===== src/rtl/tlbe_pkg.sv =====
// ----------------------------------------------------------------------------
// tlbe_pkg
// shared sizes, types and helpers of the toroidal label boundary edge block
// ----------------------------------------------------------------------------
package tlbe_pkg;

	localparam int MAX_ROWS   = 1024;
	localparam int MAX_COLS   = 1024;
	localparam int LABEL_BITS = 16;

	// config registers and coordinates are 11 bits wide
	localparam int CFG_W     = 11;
	localparam int COORD_W   = 11;
	localparam int CFG_IDX_W = 1;

	localparam int ROW_W = $clog2(MAX_ROWS);
	localparam int POS_W = $clog2(MAX_COLS);

	// job queue between front and back
	localparam int JOB_DEPTH = 4;
	localparam int JOB_PTR_W = $clog2(JOB_DEPTH);
	localparam int JOB_CNT_W = $clog2(JOB_DEPTH + 1);

	typedef enum logic [CFG_IDX_W-1:0] {
		REG_ROW_COUNT  = 1'b0,
		REG_ROW_LENGTH = 1'b1
	} reg_index_t;

	// one-hot edge codes, in emission order
	localparam int EDGE_KINDS = 4;
	typedef logic [EDGE_KINDS-1:0] edge_mask_t;
	localparam edge_mask_t EDGE_LEFT  = 4'b0001;
	localparam edge_mask_t EDGE_WRAP  = 4'b0010;
	localparam edge_mask_t EDGE_ABOVE = 4'b0100;
	localparam edge_mask_t EDGE_TOP   = 4'b1000;

	typedef logic [LABEL_BITS-1:0] label_t;

	// one classified cell waiting for the back end
	typedef struct packed {
		logic [ROW_W-1:0] row;
		logic [POS_W-1:0] col;
		logic [CFG_W-1:0] rows;
		label_t           own;
		label_t           left;
		label_t           start;
		label_t           above;
		label_t           top;
		edge_mask_t       mask;
	} job_t;

	function automatic logic [CFG_W-1:0] clamp_size(input logic [CFG_W-1:0] v,
			input logic [CFG_W-1:0] maxv);
		logic [CFG_W-1:0] r;
		if (v < CFG_W'(2)) r = CFG_W'(2);
		else if (v > maxv) r = maxv;
		else r = v;
		return r;
	endfunction

endpackage


===== src/rtl/tlbe_back.sv =====
// ----------------------------------------------------------------------------
// tlbe_back
// expands one queued cell into its edges, one edge per cycle while the output is taken
// ----------------------------------------------------------------------------
module tlbe_back (
	input  logic                         clk,
	input  logic                         arst_n,
	input  tlbe_pkg::job_t               job,
	input  logic                         job_valid,
	output logic                         job_pop,
	input  logic                         pop,
	output logic                         empty,
	output logic [tlbe_pkg::COORD_W-1:0] start_row,
	output logic [tlbe_pkg::COORD_W-1:0] start_col,
	output logic [tlbe_pkg::COORD_W-1:0] end_row,
	output logic [tlbe_pkg::COORD_W-1:0] end_col,
	output tlbe_pkg::label_t             first_group,
	output tlbe_pkg::label_t             second_group,
	output logic                         last_edge
);
	import tlbe_pkg::*;

	edge_mask_t         done_q, pending, pick, rest;
	logic               out_valid_q, emit;
	logic [COORD_W-1:0] row_c, col_c, row_n, col_n;
	logic [COORD_W-1:0] sr, sc, er, ec;
	label_t             fg;

	assign pending = job.mask & ~done_q;
	assign pick    = pending & (~pending + edge_mask_t'(1));
	assign rest    = pending & ~pick;
	assign emit    = job_valid && (!out_valid_q || pop);
	assign job_pop = emit && (rest == '0);
	assign empty   = !out_valid_q;

	assign row_c = COORD_W'(job.row);
	assign col_c = COORD_W'(job.col);
	assign row_n = row_c + COORD_W'(1);
	assign col_n = col_c + COORD_W'(1);

	always_comb begin
		sr = row_c;
		sc = col_c;
		er = row_n;
		ec = col_c;
		fg = job.left;
		case (pick)
			EDGE_LEFT: ;
			EDGE_WRAP: begin
				sc = '0;
				ec = '0;
				fg = job.start;
			end
			EDGE_ABOVE: begin
				er = row_c;
				ec = col_n;
				fg = job.above;
			end
			EDGE_TOP: begin
				sr = job.rows;
				er = job.rows;
				ec = col_n;
				fg = job.top;
			end
			default: ;
		endcase
	end

	always_ff @(posedge clk or negedge arst_n) begin
		if (!arst_n) begin
			done_q      <= '0;
			out_valid_q <= 1'b0;
		end else begin
			if (emit) begin
				out_valid_q <= 1'b1;
				done_q      <= (rest == '0) ? '0 : (done_q | pick);
			end else if (pop) begin
				out_valid_q <= 1'b0;
			end
		end
	end

	always_ff @(posedge clk) begin
		if (emit) begin
			start_row    <= sr;
			start_col    <= sc;
			end_row      <= er;
			end_col      <= ec;
			first_group  <= fg;
			second_group <= job.own;
			last_edge    <= rest == '0;
		end
	end

endmodule


===== config.mk =====
export PLATFORM = sky130hd
export DESIGN_NAME = tlbe_back
export DESIGN_NICKNAME = d
export VERILOG_FILES = /design/src/rtl/tlbe_pkg.sv /design/src/rtl/tlbe_back.sv
export SDC_FILE = /design/constraint.sdc
export NUM_CORES = 1
export LEC_CHECK = 0
export BUFFER_PORTS_ARGS = -buffer_cell sky130_fd_sc_hd__buf_2
export CAP_MARGIN = 20
export CELL_PAD_IN_SITES_DETAIL_PLACEMENT = 1
export CELL_PAD_IN_SITES_GLOBAL_PLACEMENT = 1
export CORE_UTILIZATION = 35
export DETAILED_ROUTE_END_ITERATION = 16
export MAX_ROUTING_LAYER = met4
export PLACE_DENSITY = 0.91
export SLEW_MARGIN = 10
export SYNTH_ARGS = -nofsm -noshare
export SYNTH_HDL_FRONTEND = slang
export SYNTH_SLANG_ARGS = --single-unit
export TNS_END_PERCENT = 10

===== constraint.sdc =====
create_clock -name clk -period 6.15 [get_ports clk]
set_clock_uncertainty 0.05 [all_clocks]
set_input_delay 0.615 -clock clk [delete_from_list [all_inputs] [get_ports clk]]
set_output_delay 0.615 -clock clk [all_outputs]
set_load 0.01 [all_outputs]

# After elaboration in Yosys (flattened, before gate mapping)
# Index checks and enable logic that the tools add are counted.
[op_classes]
add_sub_neg = 3
eq_ne = 3
n_mux = 7
bitwise_logic = 7
n_reduce_logical = 7
[ops]
columns = ["op", "count"]
rows = [
  ["one-hot mux 16 bit (3 select lines)", 1],
  ["one-hot mux 11 bit (2 select lines)", 2],
  ["adder 10 x 1 -> 11 bit, second input constant", 2],
  ["bitwise AND 4 bit", 3],
  ["NOT 4 bit", 3],
  ["two-way mux 10 bit", 1],
  ["adder 4 x 1 -> 4 bit, second input constant", 1],
  ["equality test 4 x 2 -> 1 bit, second input constant", 1],
  ["equality test 4 x 3 -> 1 bit, second input constant", 1],
  ["equality test 4 bit, second input constant", 1],
  ["logical NOT 4 bit", 1],
  ["two-way mux 4 bit", 1],
  ["bitwise OR 4 bit", 1],
  ["logical AND 1 bit", 2],
  ["two-way mux 1 bit", 2],
  ["nonzero test 2 bit", 1],
  ["OR reduction 2 bit", 1],
  ["logical NOT 1 bit", 1],
  ["logical OR 1 bit", 1],
]
[totals]
reg_bits = 82
in_bits = 119
word_cells = 38

# Longest topological paths before layout
[depth]
word_depth = 9
mapped_depth = 7

# Worst setup path before layout
# OpenSTA, ideal clock, no wires.
[synth_timing]
path_kind = "input-to-reg"
from = "input pop"
to = "register end_col[0] (netlist name) (enable)"
t_arrival_ns = 2.347
required_ns = 5.668
slack_ns = 3.321
stages = 3
n_path_buf = 0
cell_sequence = "nand2b_1 > nand2_1 > inv_1"
[synth_between]
elab_chain_len = 2
[synth_rtl]
columns = ["item", "line_no", "rtl"]
rows = [
  ["start: declaration", "tlbe_back.sv:11", "input logic pop,"],
  ["logical OR 1 bit", "tlbe_back.sv:32", "assign emit = job_valid && (!out_valid_q || pop);"],
  ["logical AND 1 bit", "tlbe_back.sv:32", ""],
  ["net emit", "tlbe_back.sv:24", "logic out_valid_q, emit;"],
  ["end signal: assignment", "tlbe_back.sv:88", "end_col <= ec;"],
  ["end: declaration", "tlbe_back.sv:16", "output logic [tlbe_pkg::COORD_W-1:0] end_col,"],
]
# The timed path passes the listed nets, and every way through them passes these cells.
# A chain may end at the register's enable or synchronous reset.

# Worst setup path in the final report
[layout_timing]
from = "register done_q[3]"
to = "output job_pop"
[layout_between]
elab_chain_len = 9
[layout_rtl]
columns = ["item", "line_no", "rtl"]
rows = [
  ["start: declaration", "tlbe_back.sv:23", "edge_mask_t done_q, pending, pick, rest;"],
  ["start signal: assignment", "tlbe_back.sv:76", "done_q <= (rest == '0) ? '0 : (done_q | pick);"],
  ["NOT 4 bit *", "tlbe_back.sv:29", "assign pending = job.mask & ~done_q;"],
  ["bitwise AND 4 bit *", "tlbe_back.sv:29", ""],
  ["NOT 4 bit", "tlbe_back.sv:30", "assign pick = pending & (~pending + edge_mask_t'(1));"],
  ["adder 4 x 1 -> 4 bit", "tlbe_back.sv:30", ""],
  ["bitwise AND 4 bit", "tlbe_back.sv:30", ""],
  ["NOT 4 bit", "tlbe_back.sv:31", "assign rest = pending & ~pick;"],
  ["bitwise AND 4 bit *", "tlbe_back.sv:31", ""],
  ["logical NOT 4 bit *", "tlbe_back.sv:33", "assign job_pop = emit && (rest == '0);"],
  ["logical AND 1 bit *", "tlbe_back.sv:33", ""],
  ["end: declaration", "tlbe_back.sv:10", "output logic job_pop,"],
]
# Every way passes the cells marked *; elsewhere a longest branch is shown, timed or not.

==> flow_summary.yaml <==
synthesis:
  yosysWarnings: 0
  yosys_register_bits: 81
  async_sr_flop_fraction_pct: 6.173
  synth_edf_count: 76
  ys_types: 47
  synth_fp_nets: 454
  synth_flop_cell: "edfxtp_1"
  yosysSeqAreaShare_pct: 61.41
  postSynthCellCount: 333
  synthesis.area_per_instance_sq_um: 11.77
  syn_area_sq_um: 3920
status:
  status: "finished, final reports clean"
drt:
  drtPass1Iterations: 5
  remaining_drc_errors: 0
  finalWirelength_um: 12620
  drt_iter0_markers: 177
  drt.antenna.violating_nets: 0
  wl_per_cell_um: 18.84
  drt-vias-per-instance: 5.325
  vias: 3568
sta:
  setup_ws_ns: 3.347
  finalMaxSlewViolations: 0
  worst_case_headroom_to_the_max_slew_limit_pct: 41.11
  layout_worst_path_cycle_share_pct: 45.58
  fin_hold_ws_ns: 0.3753
  fmax_mhz: 356.7
  worst_tran_pin_value_ns: 0.8768
  setup_violations: 0
  finalSetupTns_ns: 0
  report.final.hold_viol_count: 0
  layout_min_cycle_time_ns: 2.803
  grt_setup_unrepaired: "false"
clock_network:
  cts_root_buf: "clkbuf_8"
  clkSlewWorstSetupHoldPaths_ns: 0.09
  clock_sinks: 81
  htree_num_levels: 3
  clk-insertion-delay-late_ns: 0.36
  clk_path_buf_depth: 2
  cts_tree: "yes"
  post-cts-setup-buffers: 0
  tritoncts.num_buffers: 9
setup_path:
  crit_path_max_fanout: 10
  worst-path-buf-inv: 1
  endpoint_kind_of_the_worst_setup_timing_path: "output port"
  setup.worst_path.start_class: "register"
  cp_cell_sequence: "nor2b_1 > maj3_1 > o32ai_2 > buf_2"
  arrival_ns: 2.14
  critical_path_class: "register to output port"
  cp.required_ns: 5.48
  cpLargestDelayFamily: "simple AND/OR/NAND/NOR gates"
  critical-path-max-stage-delay_ns: 0.68
  cpMaxStageDelayCell: "nor2b_1"
floorplanning:
  ios: 198
  floorplan.die.width_um: 107.8
  dieArea_sq_um: 11630
  initial_utilization_pct: 36.00
  fp.dieH_um: 107.8
  num_rows: 38
  core-area_sq_um: 10890
grt:
  gr-max-usage-layer: "met2"
  grt_util_met1_pct: 25.02
  first_pass_grt_wire_length_um: 18910
  grt_pass1_vias: 3673
  groute.usage.overall_pct: 22.38
  antenna_violations_before_repair: 1
  use_met3_pct: 5.690
  grt_start_max_net_pins: 61
  total_overflow_reported_by_the_global_router: 0
  global_route.usage.met2_pct: 39.33
worst_hold_path:
  hold_path_class: "input port to register"
placed_design:
  gp_congestion: 0.8134
  placement.io_buffers: 196
  dp_worst_setup_slack_ns: 3.115
  dp_hpwl_um: 9332
layout:
  nNetsFinal: 645
  layout-drive-gt1-share_pct: 43.29
  mostFrequentLayoutCell: "buf_2"
  syn_to_final_growth_pct: 33.29
  commonest_non_fill_non_tap_cells_in_the_layout: "buf_2 (196), edfxtp_1 (76), nor2_1 (26)"
power_and_ir_drop:
  ir_drop_mv: 0.1187
  p_per_area_nw_per_um2: 297.6
  p_leak_uw: 0.002218
run:
  max-cap-violations: 0
==> area by class of cell <==
| type | instances | area [sq um] |
|---|---|---|
| Multi-Input combinational cell | 226 | 1394 |
| Antenna cell | 1 | 2.502 |
| Fill cell | 1264 | 5663 |
| Clock buffer | 9 | 123.9 |
| Sequential cell | 81 | 2407 |
| Tap cell | 140 | 175.2 |
| Clock inverter | 7 | 55.05 |
| Timing Repair Buffer | 201 | 1049 |
| Inverter | 5 | 18.77 |
==> state kept, by name, summed over array words and instances (netlist names) <==
signal / count
first_group: 16
second_group: 16
start_row: 11
done_q: 4
end_row: 11
out_valid_q: 1
start_col: 10
end_col: 11
last_edge: 1
==> stage by stage <==
stage                     power, uW  instance area [sq um]  instances  utilization, %
after floorplan                1013                   3920        333               -
after global routing           1636                   5225        670           47.99
after detailed placement       1191                   4989        650           45.82
after global placement         1159                   4989        650           45.82
final                          1555                   5225        670           47.99
after CTS                      1556                   5177        667           47.55
==> what timing repair did <==
action | 4_1_cts | 5_1_grt
gates resized for setup | 0 | 0
hold buffers | 1 | 0
hold endpoints to repair | 5 | 0
setup endpoints to repair | 0 | 0
==> worst register-to-register path, delay by kind of cell, from the launching register on <==
kind	cells	cell delay [ns]
compound gates	3	0.65
buf+inv	1	0.28
flops	1	0.39
simple gates	1	0.68
==> logic make-up (layout without fill, tap and decap cells) <==
family | after synthesis | in the layout | share of synthesized area, %
adders and majority gates | 3 | 3 | 0.8936
AOI/OAI and AO/OA | 100 | 100 | 16.57
buffers and inverters | 26 | 222 | 3.383
xor gates and xnor gates | 2 | 2 | 0.4469
and+or+nand+nor | 111 | 111 | 14.65
muxes | 9 | 9 | 2.553
other | 1 | 2 | 0.09566
DFF | 81 | 81 | 61.41
==> report_power, final <==
part	internal [uW]	switching [uW]
logic	181	295
registers	695	20.6
clock network	150	213
==> layer usage <==
metal  vias to the layer above  wire [um]  share of wire (%)
li1                       1662          -                  -
met1                      1759       5116                 41
met2                       137       6627                 52
met3                        10        751                5.9
met4                         0        129                1.0
met5                         -          0                  0
==> Yosys cell counts, types with 6 or more instances <==
cell / count / share of area, %
o22ai_1: 19 / 3.0
nand2_1: 18 / 1.7
and3_1: 9 / 1.4
o21ai_0: 19 / 2.4
edfxtp_1: 76 / 58
nand2b_1: 6 / 0.96
nand3_1: 17 / 2.2
nor2_1: 27 / 2.6
a22oi_1: 16 / 3.1
buf_2: 13 / 1.7
nor3_1: 7 / 0.89
a21oi_1: 22 / 2.8
and2_1: 13 / 2.1
==> final timing paths <==
check                           from               to  slack (ns)  cells past startpoint
setup / recovery           done_q[3]          job_pop        3.35                      4
hold / removal               job[74]  second_group[6]        0.38                      1
setup reg to reg           done_q[3]   first_group[7]        3.81                      5
hold reg to reg            done_q[1]        done_q[1]        0.48                      2
max in group asynchronous     arst_n        done_q[0]        5.38                      2
min in group asynchronous     arst_n        done_q[3]        0.54                      2
(Power assumes the default switching activity.)
