**config.mk**
```make
export PLATFORM = sky130hd
export DESIGN_NAME = tlbe_job_queue
export DESIGN_NICKNAME = d
export VERILOG_FILES = /design/src/rtl/tlbe_pkg.sv /design/src/rtl/tlbe_job_queue.sv
export SDC_FILE = /design/constraint.sdc
export NUM_CORES = 1
export LEC_CHECK = 0
export BUFFER_PORTS_ARGS = -buffer_cell sky130_fd_sc_hd__buf_2
export CELL_PAD_IN_SITES_DETAIL_PLACEMENT = 1
export CELL_PAD_IN_SITES_GLOBAL_PLACEMENT = 2
export CORE_MARGIN = 2
export CORE_UTILIZATION = 40
export CTS_CLUSTER_SIZE = 12
export DETAILED_ROUTE_END_ITERATION = 10
export GPL_TIMING_DRIVEN = 0
export PLACE_DENSITY = 0.79
export SYNTH_ARGS = -nofsm -noshare
export SYNTH_HDL_FRONTEND = slang
export SYNTH_SLANG_ARGS = --single-unit
```
**constraint.sdc**
```tcl
create_clock -name clk -period 5.02 [get_ports clk]
set_input_delay 0.251 -clock clk [delete_from_list [all_inputs] [get_ports clk]]
set_output_delay 0.251 -clock clk [all_outputs]
set_load 0.03 [all_outputs]
```
**src/rtl/tlbe_pkg.sv**
```systemverilog
// ----------------------------------------------------------------------------
// tlbe_pkg
// shared sizes, types and helpers of the toroidal label boundary edge block
// ----------------------------------------------------------------------------
package tlbe_pkg;

	localparam int MAX_ROWS   = 1024;
	localparam int MAX_COLS   = 1024;
	localparam int LABEL_BITS = 16;

	// config registers and coordinates are 11 bits wide
	localparam int CFG_W     = 11;
	localparam int COORD_W   = 11;
	localparam int CFG_IDX_W = 1;

	localparam int ROW_W = $clog2(MAX_ROWS);
	localparam int POS_W = $clog2(MAX_COLS);

	// job queue between front and back
	localparam int JOB_DEPTH = 4;
	localparam int JOB_PTR_W = $clog2(JOB_DEPTH);
	localparam int JOB_CNT_W = $clog2(JOB_DEPTH + 1);

	typedef enum logic [CFG_IDX_W-1:0] {
		REG_ROW_COUNT  = 1'b0,
		REG_ROW_LENGTH = 1'b1
	} reg_index_t;

	// one-hot edge codes, in emission order
	localparam int EDGE_KINDS = 4;
	typedef logic [EDGE_KINDS-1:0] edge_mask_t;
	localparam edge_mask_t EDGE_LEFT  = 4'b0001;
	localparam edge_mask_t EDGE_WRAP  = 4'b0010;
	localparam edge_mask_t EDGE_ABOVE = 4'b0100;
	localparam edge_mask_t EDGE_TOP   = 4'b1000;

	typedef logic [LABEL_BITS-1:0] label_t;

	// one classified cell waiting for the back end
	typedef struct packed {
		logic [ROW_W-1:0] row;
		logic [POS_W-1:0] col;
		logic [CFG_W-1:0] rows;
		label_t           own;
		label_t           left;
		label_t           start;
		label_t           above;
		label_t           top;
		edge_mask_t       mask;
	} job_t;

	function automatic logic [CFG_W-1:0] clamp_size(input logic [CFG_W-1:0] v,
			input logic [CFG_W-1:0] maxv);
		logic [CFG_W-1:0] r;
		if (v < CFG_W'(2)) r = CFG_W'(2);
		else if (v > maxv) r = maxv;
		else r = v;
		return r;
	endfunction

endpackage

```
**src/rtl/tlbe_job_queue.sv**
```systemverilog
// ----------------------------------------------------------------------------
// tlbe_job_queue
// short fifo of classified cells between front and back
// ----------------------------------------------------------------------------
module tlbe_job_queue (
	input  logic                           clk,
	input  logic                           arst_n,
	input  logic                           push,
	input  tlbe_pkg::job_t                 job_in,
	input  logic                           pop,
	output tlbe_pkg::job_t                 head,
	output logic                           head_valid,
	output logic [tlbe_pkg::JOB_CNT_W-1:0] count
);
	import tlbe_pkg::*;

	job_t                 mem_q [JOB_DEPTH];
	logic [JOB_PTR_W-1:0] wr_ptr_q, rd_ptr_q;
	logic [JOB_CNT_W-1:0] count_q;
	logic                 do_pop;

	assign head       = mem_q[rd_ptr_q];
	assign head_valid = count_q != '0;
	assign count      = count_q;
	assign do_pop     = pop && head_valid;

	always_ff @(posedge clk) begin
		if (push) begin
			mem_q[wr_ptr_q] <= job_in;
		end
	end

	always_ff @(posedge clk or negedge arst_n) begin
		if (!arst_n) begin
			wr_ptr_q <= '0;
			rd_ptr_q <= '0;
			count_q  <= '0;
		end else begin
			if (push) wr_ptr_q <= wr_ptr_q + JOB_PTR_W'(1);
			if (do_pop) rd_ptr_q <= rd_ptr_q + JOB_PTR_W'(1);
			if (push && !do_pop) count_q <= count_q + JOB_CNT_W'(1);
			else if (do_pop && !push) count_q <= count_q - JOB_CNT_W'(1);
		end
	end

endmodule

```
; Word level (Yosys, flattened, before mapping)
; Memories as Yosys holds them, arrays and structs flattened.
; Index checks and enable logic that the tools add are counted.
[totals]
register_bits = 7
ramBits = 460
out_inout_bits = 119
elab_cells = 19
mem_count = 1
[mem_list]
columns = name, depth, word_bits, rd, rd_clocked_by_memory_dff, wr, line_no
row1 = mem_q, 4, 115, 1, 0, 1, tlbe_job_queue.sv:17  ; job_t mem_q [JOB_DEPTH];
[classes]
add_sub_neg = 4
muxes = 4
reduce_logical = 7
[op_table]
columns = op, count
row1 = $mux 3, 2
row2 = $add 2x1->2 const B, 2
row3 = $add 3x1->3 const B, 1
row4 = $logic_and 1x1->1, 3
row5 = $reduce_bool 3->1, 1
row6 = $sub 3x1->3 const B, 1
row7 = $logic_not 1->1, 2
row8 = $mux 1, 2
row9 = $reduce_bool 2->1, 1

; Depth between registers and ports, before layout
; Gate-level depths: netlist of the first run.
[depth]
depth_word = 5
depth_mapped = 8
depth_no_buf = 8

; Worst setup path before layout of the first run
; OpenSTA, ideal clock, no wires.
[synth_timing]
path_kind = register to register
startpoint = reg wr_ptr_q[0]
endpoint = mem mem_q[0][0] (netlist bit), enable pin
setup_time_ns = 0.487
t_arrival_ns = 3.267
required_time_ns = 4.533
slack_ns = 1.266
stages_incl_launch_ff = 4
n_path_buf = 0
synth_period_minus_slack_ns = 3.754
cell_sequence = dfrtp_1 inv_1 ha_1 and2_1
[synth_lines]
columns = element, line_no
row1 = "start, declared", tlbe_job_queue.sv:18  ; logic [JOB_PTR_W-1:0] wr_ptr_q, rd_ptr_q;
row2 = "start signal, assigned", tlbe_job_queue.sv:39  ; if (push) wr_ptr_q <= wr_ptr_q + JOB_PTR_W'(1);
row3 = "end, declared", tlbe_job_queue.sv:17
; Straight into the memory's write port.

==> run summary, run 1 <==
Final Skew - 0.0207 ns
Mapped Area - 0.0169 mm2
Fmax - 0.361 GHz
Yosys top cell area share - 81.5%
Drt pass-1 iters - 6
Status - completed
Hpwl dp - 22000 um
Worst Path Max Fanout - 10
Initial DRC count - 401
Sequential area share after synthesis - 82.6%
Class of the worst hold path - in -> async
Grt total ovfl - 0
R2R depth - 8
Sw Ratio - 34.3%
Critical Path RT - 4.77 ns
Final Cycle Share - 55.1%
Die width - 210 um
DR WL/cell - 22.4 um
Netlist cell types - 19
Vias in the first global route - 8998
Cell mode on critical path - buf_2
CTS HTree Levels - 2
Max stage delay cell, worst path - buf_2
GRT busiest layer - met2
Int Pwr - 8.64 mW
# Post-CTS Setup Buffers - 0
Cell taking the most area after synthesis - edfxtp_1
Crit-path max cell delay - 0.43 ns
Post-route cell area - 0.0216 mm2
FF-to-FF setup slack - 2.79 ns
Switching pwr - 4.51 mW
Clk buf depth - 3
Syn. warnings - 0
Relative slew slack - 41.7%
CTS tree - built
Initial antenna violation count - 4
CP endpoint kind - primary output
Seq cells post-synth - 467
Largest net degree at the start of global routing - 53
Vias after detailed routing - 8099
Final min period - 2.77 ns
Power Total - 13.1 mW
Reg-to-Reg Start - count[0]
Die height - 210 um
CORE AREA - 0.0419 mm2
Area of the multi-input gates - 0.00280 mm2
Fraction of layout cells with a size suffix above 1 - 41.1%
Max-cap violations - 0
Post_cts resized - 0
Peak VDD IR - 0.000345 V
Area Overhead vs Synth - 27.5%
Placement Setup Slack - 2.75 ns
Setup TNS - 0 ns
Global Route met1 Usage - 22.4%
Power Density - 608 mW/mm2
Type of origin of the critical path - flip-flop
CP Class - reg -> out
Dpl cells - 1418
Via-per-instance ratio - 5.01
Area contributors post-synth - edfxtp_1 (82%), mux4_2 (15%), dfrtp_1 (1.0%)
Hold_ws - 0.0472 ns
Met3 Usage GRT - 5.34%
Gpl congestion - 0.679
Layout Nets - 1172
Placed Instance Area - 0.0190 mm2
Worst setup slack after layout - 2.25 ns
Syn Area/Cell - 26.7 um2
Buffers on Ports - 237
I/O Pins - 238
Final setup vio count - 0
Worst Tran Pin Value - 0.875 ns
CTS root buf - clkbuf_16
Fill cell count - 3702
RSZ-0062 raised after global routing - no
Sequential share of power - 40.0%
CP Launch Point - rd_ptr_q[1]
Met2 Use GR - 26.9%
Clock share of power - 24.4%
Crit-path cells - buf_2 -> buf_2 -> buf_2 -> mux4_2 -> buf_2
WP data arrival - 2.52 ns
Final cell count without fillers - 1616
Slew Limit Fails - 0
Final wirelength - 36300 um
GRT Overall Usage - 16.8%
# clock sinks - 467
Static Leak - 7.44 nW
Initial core utilization - 40.5%
Critical Path Sink - head[90]
Util after Layout - 51.6%
Drt drc - 0
Syn Nets - 759
Register area - 0.0140 mm2
First-pass GRT wire length - 55300 um
CTS Buf Count - 48
Die area - 0.0440 mm2
Clk_lat worst skew - 0.56 ns
Post-DRT Antenna Nets - 0
Row cnt - 75
Reg2reg end - count[2]
Final Hold Fails - 0
Clock Pin Slew Worst Setup and Hold Paths - 0.06 ns
Syn Inst Count - 634
Comb power frac - 35.6%
## worst min path at each step
stage / from / to / slack, ns
2_1_floorplan: arst_n / count[0] / -0.04
3_5_place_dp: arst_n / count[2] / 0.10
6_report: arst_n / wr_ptr_q[0] / 0.05
3_3_place_gp: arst_n / count[2] / 0.1
4_1_cts: arst_n / count[2] / 0.01
5_1_grt: arst_n / count[2] / 0.03
## power groups by stage
stage / combinational [mW] / sequential (mW) / clock [mW]
after CTS: 4.79 / 5.26 / 3.31
after global routing: 5.00 / 5.31 / 3.44
final: 4.68 / 5.26 / 3.21
after global placement: 4.56 / 5.47 / 0
after floorplan: 3.20 / 5.39 / 0
after detailed placement: 4.70 / 5.34 / 0
## layout make-up
cell class / count / share of cell area [%]
Sequential cell: 467 / 64.7
Multi-Input combinational cell: 138 / 13.0
Timing Repair Buffer: 363 / 12.0
Clock buffer: 65 / 6.04
Tap cell: 539 / 3.12
Buffer: 26 / 0.724
Clock inverter: 12 / 0.365
Inverter: 3 / 0.0521
Antenna cell: 3 / 0.0347
## kinds of logic after synthesis
kind of cell | share of synthesized area, %
xor+xnor | 0.310
buf+inv | 0.989
mux | 15.4
simple gates | 0.281
fa+ha+maj | 0.487
flops | 82.6
compound gates | 0.0295
## routing by layer
| metal | vias up | wire length (um) |
|---|---|---|
| li1 | 3563 | - |
| met1 | 4238 | 15300 |
| met2 | 243 | 17700 |
| met3 | 55 | 2490 |
| met4 | 0 | 778 |
| met5 | - | 0 |
## cells in the final DEF (no fill, tap or decap), drive strengths merged, types with 2 or more instances in the layout
cell type and instances:
dfrtp 7, edfxtp 460, xor2 3, inv 3, nand2 2, ha 5, mux4 115, buf 265
dlygate4sd3 118, clkbuf 71, and2 4, xnor2 3, clkinv 10, diode 3
## synthesized netlist by cell type
cell type  instances
and2_1             4
buf_2             14
buf_4              1
buf_6              5
clkbuf_1           6
dfrtp_1            7
edfxtp_1         460
fa_1               1
ha_1               5
inv_1              3
mux2_2             1
mux4_2           115
nand2_1            2
nand3_1            1
nor2_1             1
o21ai_0            1
or3_1              1
xnor2_1            3
xor2_1             3
## registers in the layout, summed over array words and instances (netlist names)
name / flops
count: 3
mem_q: 460
rd_ptr_q: 2
wr_ptr_q: 2
## critical path: cells and delay by family (launching register included)
family / cells / cell delay, ns
buf+inv: 4 / 1.26
flops: 1 / 0.33
mux: 1 / 0.36
## what timing repair did
action	4_1_cts	5_1_grt
setup endpoints to repair	0	0
endpoints found under the hold margin	471	0
hold buffers	118	0
Power figures use the tool's default switching activity.
==> run 2, diff against run 1 <==
==> constraint.sdc (replaced) <==
create_clock -name clk -period 2.6 [get_ports clk]
set_input_delay 0.13 -clock clk [delete_from_list [all_inputs] [get_ports clk]]
set_output_delay 0.13 -clock clk [all_outputs]
set_load 0.03 [all_outputs]
==> run 2 against run 1 <==
Total power up 96%. Non-clock buffer count grew 1. Critical path depth down 1. Setup slack got worse by 2.1 ns. Die area is the same. First-iteration DRC count increased by 23%. Highest routed layer unchanged.
==> run summary, run 2 (synthesis results as in run 1) <==
Die width - 210 um (unchanged)
Final min period - 2.44 ns
Max-cap violations - 0 (unchanged)
Int Pwr - 16.9 mW (+96%)
Power Density - 1180 mW/mm2 (+95%)
Fmax - 0.410 GHz
Hold_ws - 0.319 ns (+0.272 ns)
Drt drc - 0 (unchanged)
Sw Ratio - 34.2% (-0.12 points)
Area Overhead vs Synth - 28.1%
Fraction of layout cells with a size suffix above 1 - 41.8% (+0.75 points)
Final wirelength - 36600 um (+1.1%)
Static Leak - 7.50 nW (+0.83%)
Worst Tran Pin Value - 0.697 ns (-0.178 ns)
Status - completed
CP Class - reg -> out
R2R depth - 5 (-3)
Commonest non-fill, non-tap cells in the layout - edfxtp_1 (460), buf_2 (250), dlygate4sd3_1 (119), mux4_2 (115), clkbuf_16 (51)
Vias after detailed routing - 8167 (+0.84%)
Drt pass-1 iters - 4 (-2)
WP data arrival - 2.31 ns (-0.21 ns)
DR WL/cell - 22.6 um (+0.74%)
Peak VDD IR - 0.000798 V (+130%)
Via-per-instance ratio - 5.04 (+0.53%)
Slew Limit Fails - 0 (unchanged)
# clock sinks - 467 (unchanged)
Initial DRC count - 493 (+23%)
Layout Nets - 1174 (+0.17%)
Final Cycle Share - 93.8%
Initial antenna violation count - 0 (-4)
Worst setup slack after layout - 0.160 ns (-2.09 ns)
Die area - 0.0440 mm2 (unchanged)
Critical Path RT - 2.47 ns (-2.30 ns)
CORE AREA - 0.0419 mm2 (unchanged)
Class of the worst hold path - in -> reg
# Post-CTS Setup Buffers - 0 (unchanged)
Biggest register - mem_q
Buffers on Ports - 237 (unchanged)
Final Skew - 0.0114 ns (-0.00936 ns)
Hold Path Depth - 2
GRT Overall Usage - 17.0% (+0.16 points)
Power Total - 25.7 mW (+96%)
Post-DRT Antenna Nets - 0 (unchanged)
Comb power frac - 35.1% (-0.5 points)
CP endpoint kind - primary output
Vias in the first global route - 9168 (+1.9%)
Sequential share of power - 39.5% (-0.5 points)
Type of origin of the critical path - flip-flop
RSZ-0062 raised after global routing - no
Clk buf depth - 3 (unchanged)
Clock Pin Slew Worst Setup and Hold Paths - 0.06 ns (about the same)
Clk_lat worst skew - 0.56 ns (about the same)
Max FFs per register - 460 (unchanged)
Switching pwr - 8.78 mW (+95%)
CTS tree - built
I/O Pins - 238 (unchanged)
Final setup vio count - 0 (unchanged)
Relative slew slack - 53.5% (+12 points)
Initial core utilization - 40.5% (unchanged)
First-pass GRT wire length - 55700 um (+0.71%)
Die height - 210 um (unchanged)
Most common cell after layout, fill and taps aside - edfxtp_1
Worst Path Max Fanout - 10 (unchanged)
Hpwl dp - 22000 um (+0.25%)
Placement Setup Slack - 0.272 ns (-2.47 ns)
Largest net degree at the start of global routing - 56 (+5.7%)
Final Hold Fails - 0 (unchanged)
Clock share of power - 25.4% (+1.0 points)
Gpl congestion - 0.675 (-0.56%)
Row cnt - 75 (unchanged)
CTS root buf - clkbuf_16
Grt total ovfl - 0 (unchanged)
CTS Buf Count - 49 (+2.1%)
CTS HTree Levels - 2 (unchanged)
run 2: cell count changes in the layout (fill, tap and decap cells not counted), sizes merged:
cell	before	now
inv	3	4
clkinvlp	1	2
clkbuf	71	72
bufinv	1	2
diode	3	1
clkinv	10	12
dlygate4sd3	118	119
run 2: path summary, 6_finish.rpt:
path	start	end	slack [ns]
hold / removal	job_in[15]	mem_q[3][15]	0.32
setup reg to reg	wr_ptr_q[1]	mem_q[0][75]	0.33
min in group asynchronous	arst_n	rd_ptr_q[0]	0.54
hold reg to reg	count[2]	count[2]	0.50
max in group asynchronous	arst_n	count[0]	1.81
setup / recovery	rd_ptr_q[1]	head[18]	0.16
run 2: timing repair:
item	in CTS	in global routing
hold endpoints to repair	471	0
resized for setup	3	5
cloned	0	0
setup endpoints to repair	49	19
hold buffers	119	0
run 2: per-layer routing:
layer	up-vias	GRT usage (%)	share of wire [%]
met1	4304	21.9	41
met3	54	4.46	6.4
met2	232	28.4	50
met4	0	5.33	2.0
li1	3577	-	-
met5	-	0	0
run 2: stage by stage:
step           instances  area [um2]  TNS [ns]  util (%)
2_1_floorplan        634       17000         0         -
3_3_place_gp        1410       18800   -490.67      44.9
3_5_place_dp        1418       19000         0      45.4
4_1_cts             1620       21700         0      51.9
5_1_grt             1620       21700         0      51.9
6_report            1621       21700         0      51.9
run 2: area by class of cell:
type,instances,area [um2]
Timing Repair Buffer,364,2580
Inverter,3,11.3
Sequential cell,467,14000
Clock buffer,66,1350
Buffer,26,168
Multi-Input combinational cell,138,2800
Clock inverter,17,135
Fill cell,3708,20100
Tap cell,539,674
Antenna cell,1,2.50
run 2: critical path: stages (launching register included):
cell      delay, ns
dfrtp_1        0.34
buf_2          0.23
clkbuf_1       0.56
mux4_2         0.42
buf_2          0.20
run 2: power by group through the flow:
stage	logic, mW	clock network [mW]	registers [mW]
after floorplan	6.18	0	10.3
after global placement	8.77	0	10.4
after detailed placement	9.06	0	10.3
after CTS	9.24	6.72	10.2
after global routing	9.63	6.94	10.3
final	9.03	6.53	10.1
